===== src/rtl/upc_pkg.sv =====
// upc_pkg: shared types, character constants and helper functions
// for the URL percent codec. No dependencies.
package upc_pkg;

  localparam logic [7:0] PCT_CHAR   = 8'h25;
  localparam logic [7:0] NIBBLE_MSK = 8'h0F;
  localparam logic [7:0] CHR_0      = 8'h30;
  localparam logic [7:0] CHR_UA     = 8'h41;
  localparam logic [7:0] CHR_LA     = 8'h61;
  localparam int         MAX_BEATS  = 3;

  localparam logic MODE_DECODE = 1'b0;
  localparam logic MODE_ENCODE = 1'b1;

  typedef enum logic [1:0] {
    PH_PLAIN  = 2'd0,
    PH_PCT    = 2'd1,
    PH_HIGH   = 2'd2,
    PH_UNUSED = 2'd3
  } phase_t;

  // one result beat
  typedef struct packed {
    logic [7:0] data;
    logic       flag;   // 1: data carries a byte, 0: empty end marker
    logic       last;
  } beat_t;

  // converter result and next decode state
  typedef struct packed {
    logic [1:0] count;
    beat_t      beat2;
    beat_t      beat1;
    beat_t      beat0;
    phase_t     phase_nxt;
    logic [3:0] nibble_nxt;
  } conv_res_t;

  function automatic logic [3:0] hex_value(input logic [7:0] c);
    logic [7:0] t;
    begin
      t = 8'd0;
      if (c inside {[8'h30:8'h39]}) t = c - CHR_0;
      else if (c inside {[8'h41:8'h46]}) t = c - CHR_UA + 8'd10;
      else if (c inside {[8'h61:8'h66]}) t = c - CHR_LA + 8'd10;
      return t[3:0];
    end
  endfunction

  function automatic logic [7:0] hex_digit(input logic [3:0] v);
    begin
      if (v < 4'd10) return CHR_0 + {4'd0, v};
      return CHR_UA + {4'd0, v} - 8'd10;
    end
  endfunction

  // letters, digits and _ . ! ~ * ' ( )
  function automatic logic is_unreserved(input logic [7:0] c);
    begin
      return (c inside {[8'h41:8'h5A], [8'h61:8'h7A], [8'h30:8'h39],
                        8'h5F, 8'h2E, 8'h21, 8'h7E, 8'h2A, 8'h27, 8'h28, 8'h29});
    end
  endfunction

endpackage


===== src/rtl/url_percent_codec_top.sv =====
// url_percent_codec_top: streaming URL percent encoder / decoder.
// Input beats pass through the input register into the result buffer.
// Throughput: 1 input beat per cycle when each yields at most one result and
//   out_tready is high; an escaped byte in encode mode loads three beats.
// Reset (rst_n low, synchronous): mode = decode, decode state plain, buffers empty.
// Depends on upc_pkg and upc_conv.
module url_percent_codec_top (
  input  logic       clk,
  input  logic       rst_n,
  // configuration
  input  logic       cfg_wr_en,
  input  logic       cfg_wr_data,   // mode: 0 decode, 1 encode
  // input stream
  input  logic       in_tvalid,
  output logic       in_tready,
  input  logic [7:0] in_tdata,      // [7:0] in_byte
  input  logic       in_tlast,      // in_last
  // result stream
  output logic       out_tvalid,
  input  logic       out_tready,
  output logic [7:0] out_tdata,     // [7:0] out_byte
  output logic       out_tuser,     // [0] out_valid
  output logic       out_tlast      // out_last
);

  // mode register
  logic mode_r;

  // input register: parts the input handshake from the result buffer
  logic       inv_r;
  logic [7:0] ind_r;
  logic       inl_r;

  // decode state
  upc_pkg::phase_t phase_r;
  logic [3:0]      nibble_r;

  // result buffer: up to three beats, head at slot 0
  upc_pkg::beat_t beat_r [upc_pkg::MAX_BEATS];
  logic [1:0]     cnt_r;

  upc_pkg::conv_res_t res;
  logic               out_fire;
  logic               load;
  logic               in_fire;

  upc_conv u_conv (
    .mode   (mode_r),
    .data   (ind_r),
    .last   (inl_r),
    .phase  (phase_r),
    .nibble (nibble_r),
    .res    (res)
  );

  assign out_tvalid = (cnt_r != 2'd0);
  assign out_tdata  = beat_r[0].data;
  assign out_tuser  = beat_r[0].flag;
  assign out_tlast  = beat_r[0].last;
  assign out_fire   = out_tvalid && out_tready;

  // the held byte moves into the buffer when it is empty or empties this cycle
  assign load      = inv_r && ((cnt_r == 2'd0) || ((cnt_r == 2'd1) && out_fire));
  assign in_tready = !inv_r || load;
  assign in_fire   = in_tvalid && in_tready;

  // control state
  always_ff @(posedge clk) begin
    if (!rst_n) begin
      mode_r   <= upc_pkg::MODE_DECODE;
      inv_r    <= 1'b0;
      phase_r  <= upc_pkg::PH_PLAIN;
      nibble_r <= 4'd0;
      cnt_r    <= 2'd0;
    end else begin
      if (cfg_wr_en) begin
        mode_r <= cfg_wr_data;
      end
      if (in_fire) begin
        inv_r <= 1'b1;
      end else if (load) begin
        inv_r <= 1'b0;
      end
      if (load) begin
        phase_r  <= res.phase_nxt;
        nibble_r <= res.nibble_nxt;
        cnt_r    <= res.count;
      end else if (out_fire) begin
        cnt_r <= cnt_r - 2'd1;
      end
    end
  end

  // payload registers
  always_ff @(posedge clk) begin
    if (in_fire) begin
      ind_r <= in_tdata;
      inl_r <= in_tlast;
    end
    if (load) begin
      beat_r[0] <= res.beat0;
      beat_r[1] <= res.beat1;
      beat_r[2] <= res.beat2;
    end else if (out_fire) begin
      // shift toward the head
      beat_r[0] <= beat_r[1];
      beat_r[1] <= beat_r[2];
    end
  end

endmodule


===== src/rtl/upc_conv.sv =====
// upc_conv: combinational conversion of one input byte into up to three
// result beats plus the next decode state. Depends on upc_pkg.
module upc_conv (
  input  logic              mode,
  input  logic [7:0]        data,
  input  logic              last,
  input  upc_pkg::phase_t   phase,
  input  logic [3:0]        nibble,
  output upc_pkg::conv_res_t res
);

  always_comb begin
    res            = '0;
    res.phase_nxt  = upc_pkg::PH_PLAIN;
    res.nibble_nxt = 4'd0;
    if (mode == upc_pkg::MODE_ENCODE) begin
      if (upc_pkg::is_unreserved(data)) begin
        res.count = 2'd1;
        res.beat0 = '{data: data, flag: 1'b1, last: last};
      end else begin
        res.count = 2'd3;
        res.beat0 = '{data: upc_pkg::PCT_CHAR, flag: 1'b1, last: 1'b0};
        res.beat1 = '{data: upc_pkg::hex_digit(data[7:4]), flag: 1'b1, last: 1'b0};
        res.beat2 = '{data: upc_pkg::hex_digit(data[3:0]), flag: 1'b1, last: last};
      end
    end else if (phase == upc_pkg::PH_PCT && !last) begin
      res.count      = 2'd0;
      res.phase_nxt  = upc_pkg::PH_HIGH;
      res.nibble_nxt = upc_pkg::hex_value(data);
    end else if (phase == upc_pkg::PH_HIGH) begin
      res.count = 2'd1;
      res.beat0 = '{data: {nibble, upc_pkg::hex_value(data)}, flag: 1'b1, last: last};
    end else if (data == upc_pkg::PCT_CHAR) begin
      if (last) begin
        res.count = 2'd1;
        res.beat0 = '{data: 8'd0, flag: 1'b0, last: 1'b1};
      end else begin
        res.count      = 2'd0;
        res.phase_nxt  = upc_pkg::PH_PCT;
        res.nibble_nxt = nibble;
      end
    end else begin
      res.count = 2'd1;
      res.beat0 = '{data: data, flag: 1'b1, last: last};
    end
  end

endmodule

===== config.mk =====
export PLATFORM = sky130hd
export DESIGN_NAME = url_percent_codec_top
export DESIGN_NICKNAME = d
export VERILOG_FILES = /design/src/rtl/upc_pkg.sv /design/src/rtl/url_percent_codec_top.sv /design/src/rtl/upc_conv.sv
export SDC_FILE = /design/constraint.sdc
export NUM_CORES = 1
export LEC_CHECK = 0
export BUFFER_PORTS_ARGS = -buffer_cell sky130_fd_sc_hd__buf_2
export CAP_MARGIN = 10
export CORE_MARGIN = 2
export CORE_UTILIZATION = 40
export CTS_CLUSTER_DIAMETER = 40
export DETAILED_ROUTE_END_ITERATION = 8
export GPL_TIMING_DRIVEN = 0
export SYNTH_ARGS = -nofsm -noshare
export SYNTH_HDL_FRONTEND = slang
export SYNTH_SLANG_ARGS = --single-unit

===== constraint.sdc =====
create_clock -name clk -period 2.8 [get_ports clk]
set_clock_uncertainty 0.1 [all_clocks]
set_input_delay 0.56 -clock clk [delete_from_list [all_inputs] [get_ports clk]]
set_output_delay 0.56 -clock clk [all_outputs]
set_load 0.05 [all_outputs]

# After elaboration in Yosys (flattened, before gate mapping)
# Memory sizes are Yosys's and may differ from the RTL's.
# Index checks and enable logic that the tools add are counted.
[classes]
add_sub_neg = 12
n_reduce_logical = 20
mux = 43
n_eq_ne = 13
n_lt_le_gt_ge = 10
bitwise_logic = 2
[op_table]
columns = ["cell", "n"]
rows = [
  ["10-bit two-way mux", 7],
  ["8-bit by 6-bit == test with 1-bit output (second input constant)", 7],
  ["20-bit two-way mux", 2],
  ["8-bit by 7-bit <= comparator with 1-bit output (second input constant)", 4],
  ["8-bit two-way mux", 4],
  ["6-bit two-way mux", 3],
  ["7-bit by 4-bit adder with 8-bit output (first input constant)", 2],
  ["8-bit by 7-bit == test with 1-bit output (second input constant)", 2],
  ["8-bit by 7-bit >= comparator with 1-bit output (second input constant)", 2],
  ["8-bit by 4-bit subtractor with 8-bit output (second input constant)", 2],
  ["1-bit two-way mux", 15],
  ["6-bit by 4-bit adder with 7-bit output (first input constant)", 2],
  ["2-bit two-way mux", 7],
  ["4-bit two-way mux", 3],
  ["4-bit by 1-bit subtractor with 4-bit output (second input constant)", 3],
  ["11-bit nonzero test", 1],
  ["1-bit logical AND", 10],
  ["5-bit two-way mux", 2],
  ["4-bit adder (second input constant)", 2],
  ["8-bit by 6-bit >= comparator with 1-bit output (second input constant)", 1],
  ["8-bit by 6-bit <= comparator with 1-bit output (second input constant)", 1],
  ["4-bit less-than comparator (second input constant)", 2],
  ["2-bit nonzero test", 3],
  ["5-bit by 3-bit inequality test with 1-bit output (second input constant)", 1],
  ["other kinds (8)", 12],
]
[totals]
ff_bits = 19
ram_bits = 30
elab_cells = 108
inputBits = 15
memories = 1
[memory_table]
columns = ["name", "depth", "word_bits", "rd", "rd_ports_with_merged_regs", "wr", "line", "source"]
rows = [
  ["beat_r", 3, 10, 3, 0, 3, "url_percent_codec_top.sv:39", "upc_pkg::beat_t beat_r [upc_pkg::MAX_BEATS];"],
]

# Logic depth before layout (Yosys ltp)
# Gate-level depths: netlist of run 1.
[logic_depth]
depth_word = 9
depth_mapped = 9

# Modules after synthesis
# From an unflattened synthesis of run 1, not the netlist that was laid out.
[unflattened]
cells_unflattened = 292
hier_area_um2 = 3026.7
[modules_own_cells]
columns = ["module", "instances", "area_each_um2", "cells_each"]
rows = [
  ["url_percent_codec_top", 1, 1945.6, 127],
  ["upc_conv", 1, 1081.0, 165],
]

# Worst setup path after synthesis of run 1
# No wires, ideal clock.
[synth_timing]
kind = "flip-flop to flip-flop"
from = "register ind_r[1]"
to = "memory beat_r[0][13] in the netlist's numbering, data pin"
n_path_buf = 1
slack_ns = -0.160
path_stages_with_launch = 10
arrival_ns = 2.731
path_cell_list = "edfxtp_1 > clkbuf_1 > inv_1 > ha_1 > or4b_4 > a211o_1 > a32oi_4 > nand3_4 > a2111oi_2 > a21o_1"
[synth_rtl]
columns = ["item", "line", "source"]
rows = [
  ["start: declaration", "url_percent_codec_top.sv:31", "logic [7:0] ind_r;"],
  ["start signal: assignment", "url_percent_codec_top.sv:97", "ind_r <= in_tdata;"],
  ["end: declaration", "url_percent_codec_top.sv:39", ""],
]

==> results of run 1 <==
==> synth_stat cells (5+ instances only) <==
master,count
o31ai_1,5
nor2_1,16
o21ai_0,16
a31oi_1,6
nor2b_1,6
edfxtp_1,37
nand2_1,34
a21oi_1,27
dfxtp_1,10
ha_1,12
clkbuf_1,9
inv_1,16
buf_4,8
==> cell type report <==
type / count / area [um2]
plain buffers: 21 / 139
clock buffers: 6 / 72.6
clock inverters: 2 / 8.76
fillers: 614 / 3290
inverters: 16 / 67.6
multi-input cells: 199 / 1480
flip-flops and latches: 47 / 1310
well taps: 96 / 120
repair buffers: 45 / 300
==> state kept, by name, summed over array words and instances, names as in the netlist <==
register	flops
beat_r	28
cnt_r	2
ind_r	8
inl_r	1
inv_r	1
mode_r	1
nibble_r	4
phase_r	2
==> layer usage <==
| layer | vias to the layer above | global-route usage, % |
|---|---|---|
| li1 | 1143 | - |
| met1 | 1122 | 26.1 |
| met2 | 77 | 29.8 |
| met3 | 9 | 3.58 |
| met4 | 0 | 8.39 |
| met5 | - | 0 |
==> worst max-delay path: cells and delay by family, from the launching register on <==
| kind | cells | cell delay (ps) |
|---|---|---|
| AO/OA/AOI/OAI | 5 | 1190 |
| AND/OR/NAND/NOR | 1 | 490 |
| flip-flops | 1 | 420 |
| buffers and inverters | 2 | 230 |
| adder cells (fa/ha/maj) | 1 | 120 |
==> power groups by stage <==
stage / Clock [mW] / Sequential (mW) / Combinational, mW
after floorplan: 0 / 1.05 / 0.698
after global placement: 0 / 1.04 / 0.923
after detailed placement: 0 / 1.05 / 0.930
after CTS: 0.410 / 1.03 / 0.982
after global routing: 0.428 / 1.04 / 1.14
final: 0.405 / 1.03 / 1.06
==> cell families after synthesis <==
group | Yosys count | share of synthesized area (%)
AO/OA/AOI/OAI | 90 | 22.0
flip-flops | 47 | 46.9
AND/OR/NAND/NOR | 88 | 16.1
adder cells (fa/ha/maj) | 13 | 5.73
buffers and inverters | 37 | 6.62
XOR/XNOR | 5 | 1.57
multiplexers | 3 | 1.12
==> path summary, 6_finish.rpt <==
kind | startpoint | to | slack, ps | depth (start not counted)
setup / recovery | ind_r[1] | beat_r[0][6] | -20 | 9
hold reg to reg | nibble_r[3] | nibble_r[3] | 380 | 2
hold / removal | in_tdata[3] | ind_r[3] | 320 | 1
setup reg to reg | ind_r[1] | beat_r[0][6] | -20 | 9
==> what timing repair did <==
| item | CTS | global route |
|---|---|---|
| endpoints found under the setup margin | 26 | 24 |
| buffers inserted | 12 | 6 |
| hold buffers | 0 | 0 |
| gates resized for setup | 17 | 28 |
| pin swaps | 10 | 16 |
| cloned | 1 | 0 |
==> stage by stage <==
| stage | TNS, ps | worst slack (ps) | total power, mW | hold slack (ps) | std cells |
|---|---|---|---|---|---|
| after global placement | -11260 | -620 | 1.97 | 347 | 405 |
| after global routing | -669 | -97.1 | 2.62 | 318 | 432 |
| after CTS | -102 | -25.5 | 2.42 | 321 | 426 |
| after detailed placement | -11320 | -607 | 1.98 | 358 | 405 |
| after floorplan | 0 | 9.37 | 1.75 | 325 | 283 |
| final | -22.3 | -22.3 | 2.50 | 323 | 432 |
==> flow_summary_export.csv, run 1 <==
group,metric,value,unit
run_status,outcome,"finished with violations",
run_status,violations,"negative setup slack",
power,p_sw_share,40.4,%
floorplanning,initial_utilization,41.2,%
route,wl,7.14,mm
power,max-vdd-ir-drop,0.276,mV
setup_path,required,2740,ps
route,top_layer,"met4",
sta,rsz0062_at_grt,"yes",
clock_tree,cts-root-buf,"clkbuf_8",
grt,grt_overflow,0,
setup_path,path_max_fanout,5,
layout,stdcell_area,3500,um2
route,route.met2.wl,3.40,mm
sta,fin_crit,2820,ps
setup_path,cp-start-kind,"flop",
layout,drive_gt1_share,28.0,%
clock_tree,cts_tree,"built",
sta,max_slew_margin,46.1,%
sta,drv_slew,0,
job,cap_violations,0,
power,powerDensity,713,nW/um2
route,vias,2351,
grt,antenna_found_initial,0,
synthesis,syn-cell-area,2800,um2
place,hpwl,4.89,mm
synthesis,syn_nets,310,
synthesis,ys_seq_area_share,46.9,%
clock_tree,clk_pin_slew,90,ps
place,dpl_cell_area,3070,um2
clock_tree,cts_htree_levels,2,
power,power_frac_comb,42.6,%
layout,final_common_cell,"edfxtp_1",
grt,grt_pass1_vias,2213,
floorplanning,die_h,87.6,um
route,drt-wirelength-per-cell,16.5,um
route,met3_length,408,um
synthesis,synth_cell_types,59,
grt,grtUsageTotal,19.1,%
floorplanning,io_pins,27,
setup_path,crit_chain,"clkbuf_8, inv_8, ha_4, or4b_4, a211o_1, a32oi_4, a21oi_2, a22oi_2, o21ai_1",
synthesis,ys.flop_type,"edfxtp_1",
clock_tree,numCtsBuffers,5,
synthesis,ys_seq_elements,47,
power,seqPwrFrac,41.2,%
setup_path,worstSetupEndpointType,"flop",
floorplanning,die_area,7680,um2
place,gp_congestion,0.858,
setup_path,critPathArrivalTime,2770,ps
setup_path,max_stage_delay,490,ps
synthesis,synthTopCellsByArea,"edfxtp_1, dfxtp_1, ha_1",
route,drc,0,
synthesis,synth_top_area_share,39.7,%
layout,area_delta_synth_final,25.1,%
clock_tree,cts_num_sinks,47,
route,via_per_inst,5.44,
route,drt-initial-drc-count,127,
power,p_int,1.49,mW
sta,layout_setup_ws,-22.3,ps
grt,grt_pass1_wl,11.3,mm
route,met1_length,3.23,mm
min_path,holdCritPathClass,"input port to flop",
floorplanning,die_x,87.6,um
synthesis,async_flop_share,0,%
layout,n_antenna_cell,0,
setup_path,crit_type,"flop to flop",
route,postRouteAntennaNets,0,
sta,fmax,0.354,GHz
layout,final_util,51.5,%
power,p_clk_share,16.2,%
sta,hold_viol,0,
sta,worst_slew_pin_slew,808,ps
layout,nNetsFinal,362,
synthesis,syn_area_per_cell,9.88,um2
floorplanning,core-area,6790,um2
floorplanning,rows,30,
route,drt-pass1-iter-count,4,
power,power_leakage,1.32,nW
synthesis,synth_warnings,0,
power,p_switching,1.01,mW
layout,mostFrequentLayoutCells,"edfxtp_1, nand2_1, buf_2, a21oi_1, buf_4",
synthesis,synth-edff-count,37,
sta,period_share,101,%
synthesis,synth.largest_area_cell,"edfxtp_1",
clock_tree,clockBufferDepth,2,
grt,grt_max_degree,22,
synthesis,syn_inst,283,
sta,setup_viol,1,
place,io_buffers,26,
clock_tree,clk_latency,300,ps
setup_path,slowest_stage,"or4b_4",
(Power assumes the default switching activity.)
==> run 2: changes to the inputs <==
--- a/config.mk
+++ b/config.mk
@@ -8,5 +8,4 @@
 export BUFFER_PORTS_ARGS = -buffer_cell sky130_fd_sc_hd__buf_2
 export CAP_MARGIN = 10
-export CORE_MARGIN = 2
 export CORE_UTILIZATION = 40
 export CTS_CLUSTER_DIAMETER = 40
==> constraint.sdc (replaced) <==
create_clock -name clk -period 2.8 [get_ports clk]
set_clock_uncertainty 0.1 [all_clocks]
set_input_delay 0.56 -clock clk [delete_from_list [all_inputs] [get_ports clk]]
set_output_delay 0.56 -clock clk [all_outputs]
set_load 0.1 [all_outputs]
==> flow_summary_export.csv, run 2 (same netlist as run 1, synthesis figures left out) <==
group,metric,value,unit
run_status,outcome,"finished with violations",
run_status,violations,"negative setup slack",
layout,final_common_cell,"edfxtp_1",
min_path,worstHoldPathCells,1,
layout,reg.largest.list,"beat_r: 28 flops, ind_r: 8 flops, nibble_r: 4 flops",
layout,final_util,51.6,%
sta,tns,-84.9,ps
power,p_clk_share,18.0,%
setup_path,required,2760,ps
power,p_sw_share,44.1,%
clock_tree,clk_latency,300,ps
route,drt-wirelength-per-cell,16.7,um
clock_tree,cts_num_sinks,47,
power,max-vdd-ir-drop,0.236,mV
place,dpl_cell_area,3050,um2
setup_path,critPathArrivalTime,2800,ps
clock_tree,cts_htree_levels,2,
min_path,holdCritPathClass,"input port to flop",
layout,stdcell_area,3490,um2
grt,grt_pass1_wl,10.8,mm
sta,rsz0062_at_grt,"yes",
min_path,hp-start,"in_tdata[4]",
power,seqPwrFrac,36.1,%
setup_path,worstSetupStartpoint,"ind_r[1]",
clock_tree,clockBufferDepth,2,
min_path,hold_end,"ind_r[4]",
floorplanning,initial_utilization,41.4,%
grt,antenna_found_initial,0,
power,total_power,2.84,mW
place,placedCellCount,389,
clock_tree,cts-root-buf,"clkbuf_8",
power,power_frac_comb,45.9,%
place,hpwl,4.79,mm
setup_path,slowest_stage,"edfxtp_1",
setup_path,max_stage_delay,510,ps
route,vias,2350,
floorplanning,rows,30,
route,met3_length,345,um
sta,drv_slew,0,
layout,largest_reg_flops,28,
floorplanning,core-area,6760,um2
route,met1_length,3.13,mm
place,io_buffers,26,
sta,worst_slew_pin_slew,779,ps
sta,fmax,0.352,GHz
setup_path,cp-start-kind,"flop",
setup_path,path_max_fanout,6,
route,top_layer,"met4",
route,route.met2.wl,3.38,mm
sta,period_share,101,%
power,powerDensity,813,nW/um2
power,p_switching,1.25,mW
floorplanning,die_h,85.6,um
job,cap_violations,0,
clock_tree,numCtsBuffers,5,
clock_tree,cts_tree,"built",
setup_path,reg2reg_from,"ind_r[1]",
clock_tree,cts_hold_buf,0,
grt,grt_pass1_vias,2114,
sta,fin_crit,2840,ps
setup_path,crit_chain,"inv_6, ha_4, or4b_4, a211o_1, a32oi_4, a21oi_2, a22oi_2, o21ai_1",
setup_path,crit_type,"flop to flop",
place,place_ws,-627,ps
floorplanning,die_area,7330,um2
layout,area_delta_synth_final,24.8,%
setup_path,reg2reg_depth,8,
layout,n_antenna_cell,0,
setup_path,worstSetupEndpointType,"flop",
grt,grtUsageTotal,19.2,%
route,drt-initial-drc-count,191,
layout,nNetsFinal,361,
route,drc,0,
route,via_per_inst,5.66,
setup_path,rrSetupSlack,-40,ps
setup_path,rr_endpoint,"beat_r[0][6]",
sta,fin_hold_ws,324,ps
layout,top_register,"beat_r",
sta,hold_viol,0,
grt,grt_max_degree,22,
grt,grt_overflow,0,
floorplanning,io_pins,27,
place,gp_congestion,0.863,
sta,layout_setup_ws,-40.9,ps
layout,drive_gt1_share,28.4,%
power,p_int,1.59,mW
layout,stdcell_count,415,
floorplanning,die_x,85.6,um
route,drt-pass1-iter-count,5,
power,power_leakage,1.32,nW
sta,setup_viol,4,
route,postRouteAntennaNets,0,
layout,mostFrequentLayoutCells,"edfxtp_1, nand2_1, buf_2, a21oi_1, buf_4",
clock_tree,clk_pin_slew,90,ps
route,wl,6.95,mm
sta,max_slew_margin,48.0,%
run 2: cell count changes in the layout (fill, tap and decap cells not counted), sizes merged:
cell,change
bufinv,+1
clkbuf,-2
clkinv,-1
inv,+1
run 2: worst max-delay path by stage:
stage	cells after the start	slack (ps)	endpoint
2_1_floorplan	9	9	beat_r[0][13]
3_3_place_gp	8	-570	beat_r[0][6]
3_5_place_dp	8	-630	beat_r[0][6]
4_1_cts	8	-50	beat_r[0][14]
5_1_grt	9	-90	beat_r[0][3]
6_report	8	-40	beat_r[0][6]
run 2: routing by layer:
| layer | GRT usage, % | vias up |
|---|---|---|
| li1 | - | 1151 |
| met5 | 0 | - |
| met3 | 4.52 | 10 |
| met4 | 5.00 | 0 |
| met1 | 24.8 | 1103 |
| met2 | 32.4 | 86 |
run 2: critical path, delay by kind of cell (launching register included):
family / cells / cell delay (ps)
AO/OA/AOI/OAI: 5 / 1210
adder cells (fa/ha/maj): 1 / 150
buffers and inverters: 1 / 130
flip-flops: 1 / 510
AND/OR/NAND/NOR: 1 / 490
run 2: cell type report:
cell class / count / area (um2)
buffer: 20 / 123
clock buffer: 5 / 68.8
clock inverter: 3 / 42.5
fill: 599 / 3270
inverter: 16 / 72.6
multi-input combinational: 199 / 1480
sequential: 47 / 1310
tap: 80 / 100
timing repair buffer: 45 / 292
run 2: power groups by stage:
stage | logic [mW] | registers [mW] | clock network, mW
2_1_floorplan | 0.901 | 1.08 | 0
3_3_place_gp | 1.16 | 1.04 | 0
3_5_place_dp | 1.17 | 1.04 | 0
4_1_cts | 1.23 | 1.02 | 0.522
5_1_grt | 1.38 | 1.04 | 0.551
6_report | 1.30 | 1.02 | 0.511
run 2: what timing repair did:
action	4_1_cts	5_1_grt
gates resized for setup	18	29
endpoints found under the setup margin	26	24
pin swaps	7	18
buffers inserted	10	8
endpoints found under the hold margin	0	0
gates cloned	1	0
==> run 3: changes to the inputs <==
- ABC_AREA: not set -> 1
- CAP_MARGIN: 10 -> 20
==> flow_summary_export.csv, run 3 <==
group,metric,value,unit
route,vias,2254,
clock_tree,clk_latency,310,ps
synthesis,syn-cell-area,2740,um2
synthesis,synth_cell_types,32,
clock_tree,cts_htree_levels,2,
setup_path,max_stage_delay,390,ps
synthesis,syn_inst,336,
sta,fmax,0.403,GHz
layout,stdcell_area,3110,um2
route,drc,0,
synthesis,syn_nets,363,
layout,top_register,"beat_r",
layout,mostFrequentLayoutCells,"nand2_1, edfxtp_1, inv_1, nor2_1, buf_2",
power,max-vdd-ir-drop,0.549,mV
clock_tree,cts_resized,1,
layout,nNetsFinal,396,
clock_tree,cts-root-buf,"clkbuf_8",
sta,max_slew_margin,50.6,%
route,drt-initial-drc-count,214,
grt,grt_pass1_wl,10.1,mm
route,via_per_inst,5.04,
sta,setup_viol,0,
setup_path,required,2840,ps
place,placedCellCount,439,
synthesis,synth_warnings,0,
layout,n_antenna_cell,0,
synthesis,ys_seq_area_share,47.9,%
setup_path,worstSetupEndpointType,"flop",
synthesis,async_flop_share,0,%
job,cap_violations,0,
floorplanning,initial_utilization,42.4,%
synthesis,synth_top_area_share,40.6,%
clock_tree,cts_tree,"built",
layout,final_common_cell,"nand2_1",
clock_tree,cts_num_sinks,47,
route,drt-pass1-iter-count,8,
setup_path,rr_endpoint,"beat_r[0][1]",
place,dpl_cell_area,2960,um2
setup_path,cp-start-kind,"flop",
route,wl,6.21,mm
min_path,holdCritPathClass,"input port to flop",
synthesis,synth_top_cells_by_count,"nand2_1, edfxtp_1, inv_1, nor2_1, a21oi_1",
sta,drv_slew,0,
power,total_power,3.25,mW
synthesis,synth-edff-count,37,
min_path,hp-start,"in_tdata[1]",
floorplanning,die_x,84.7,um
layout,reg.largest.list,"beat_r: 28 flops, ind_r: 8 flops, nibble_r: 4 flops",
power,powerDensity,1050,nW/um2
sta,worst_slew_pin_slew,741,ps
setup_path,reg2reg_from,"cnt_r[0]",
clock_tree,numCtsBuffers,5,
setup_path,worstSetupStartpoint,"cnt_r[0]",
sta,fin_hold_ws,317,ps
layout,stdcell_count,447,
route,postRouteAntennaNets,0,
synthesis,ys.flop_type,"edfxtp_1",
run_status,outcome,"finished, final reports clean",
clock_tree,post_cts_buffers,0,
layout,drive_gt1_share,17.8,%
grt,grtUsageTotal,18.2,%
synthesis,ys_seq_elements,47,
setup_path,critical-path-top-delay-family,"buffers and inverters",
power,power_leakage,1.40,nW
setup_path,rrSetupSlack,320,ps
clock_tree,clockBufferDepth,2,
setup_path,crit_buf_inv,4,
setup_path,reg2reg_depth,10,
route,drt-wirelength-per-cell,13.9,um
layout,area_delta_synth_final,13.7,%
setup_path,crit_type,"flop to flop",
floorplanning,die_h,84.7,um
sta,period_share,88.6,%
setup_path,critPathArrivalTime,2510,ps
setup_path,slowest_stage,"buf_1",
grt,grt_overflow,0,
setup_path,cp.depth,10,
grt,grt_pass1_vias,2068,
sta,fin_crit,2480,ps
synthesis,syn_area_per_cell,8.14,um2
setup_path,crit_path_end,"beat_r[0][1]",
sta,rsz0062_at_grt,"no",
synthesis,yosysMostFrequentCell,"nand2_1",
clock_tree,clk_pin_slew,100,ps
synthesis,synthTopCellsByArea,"edfxtp_1, nand2_1, dfxtp_1",
place,gp_congestion,0.895,
grt,antenna_found_initial,0,
floorplanning,core-area,6460,um2
place,hpwl,4.61,mm
floorplanning,io_pins,27,
sta,hold_viol,0,
setup_path,crit_chain,"inv_1, ha_1, a21oi_1, nor2_4, inv_1, nand2_1, inv_2, buf_1, nand2_1, o31ai_1",
clock_tree,cts_hold_buf,0,
floorplanning,rows,29,
grt,grt_max_degree,21,
floorplanning,die_area,7180,um2
setup_path,path_max_fanout,13,
layout,largest_reg_flops,28,
synthesis,synth.largest_area_cell,"edfxtp_1",
place,io_buffers,26,
-- run 3: cell count changes after synthesis, sizes merged, moves of 7 or more --
cell	before	now
nand3	5	21
clkbuf	9	2
nor2	16	31
nand2	34	109
inv	16	39
-- run 3: where the power goes --
| group | leakage [nW] | total (mW) | internal [mW] | switching, mW |
|---|---|---|---|---|
| logic | 0.891 | 1.52 | 0.335 | 1.19 |
| registers | 0.438 | 1.12 | 1.04 | 0.0807 |
| clock network | 0.0703 | 0.611 | 0.362 | 0.248 |
| total | 1.40 | 3.25 | 1.74 | 1.52 |
-- run 3: kinds of logic (layout without fill, tap and decap cells) --
| logic type | count (synthesis) | in the layout | share of synthesized area (%) |
|---|---|---|---|
| and+or+nand+nor | 167 | 167 | 25.4 |
| xor gates and xnor gates | 2 | 2 | 0.640 |
| buffers and inverters | 55 | 89 | 8.87 |
| DFF | 47 | 47 | 47.9 |
| adders and majority gates | 12 | 12 | 5.49 |
| AOI/OAI and AO/OA | 53 | 53 | 11.7 |
-- run 3: layer usage --
metal	GRT usage [%]	up-vias	wire (um)
li1	-	1166	-
met1	24.6	1021	3020
met2	30.4	61	2840
met3	2.95	6	287
met4	5.08	0	62
met5	0	-	0
-- run 3: worst register-to-register path, cell delays in order (launching register included) --
cell	delay (ps)
dfxtp_1	370
inv_1	70
ha_1	230
a21oi_1	270
nor2_4	150
inv_1	190
nand2_1	140
inv_2	170
buf_1	390
nand2_1	130
o31ai_1	100
-- run 3: area by class of cell --
| class | count | area (um2) |
|---|---|---|
| fillers | 647 | 3350 |
| flip-flops and latches | 47 | 1310 |
| multi-input cells | 234 | 1190 |
| inverters | 40 | 151 |
| repair buffers | 26 | 130 |
| well taps | 77 | 96.3 |
| plain buffers | 15 | 91.3 |
| clock inverters | 3 | 71.3 |
| clock buffers | 5 | 68.8 |
-- run 3: worst min-delay path by stage --
stage / depth (start not counted) / end / slack, ps
after detailed placement: 2 / cnt_r[1] / 360
after global routing: 1 / ind_r[1] / 310
final: 1 / ind_r[1] / 320
after floorplan: 2 / nibble_r[2] / 340
after CTS: 1 / ind_r[1] / 310
after global placement: 2 / cnt_r[1] / 360
-- run 3: metrics by stage --
step / setup TNS [ps] / setup slack [ps] / utilization (%)
4_1_cts: 0 / 140 / 48.1
2_1_floorplan: 0 / 520 / -
6_report: 0 / 321 / 48.2
3_5_place_dp: -1830 / -248 / 45.9
5_1_grt: 0 / 15.0 / 48.2
3_3_place_gp: -1890 / -232 / 45.9
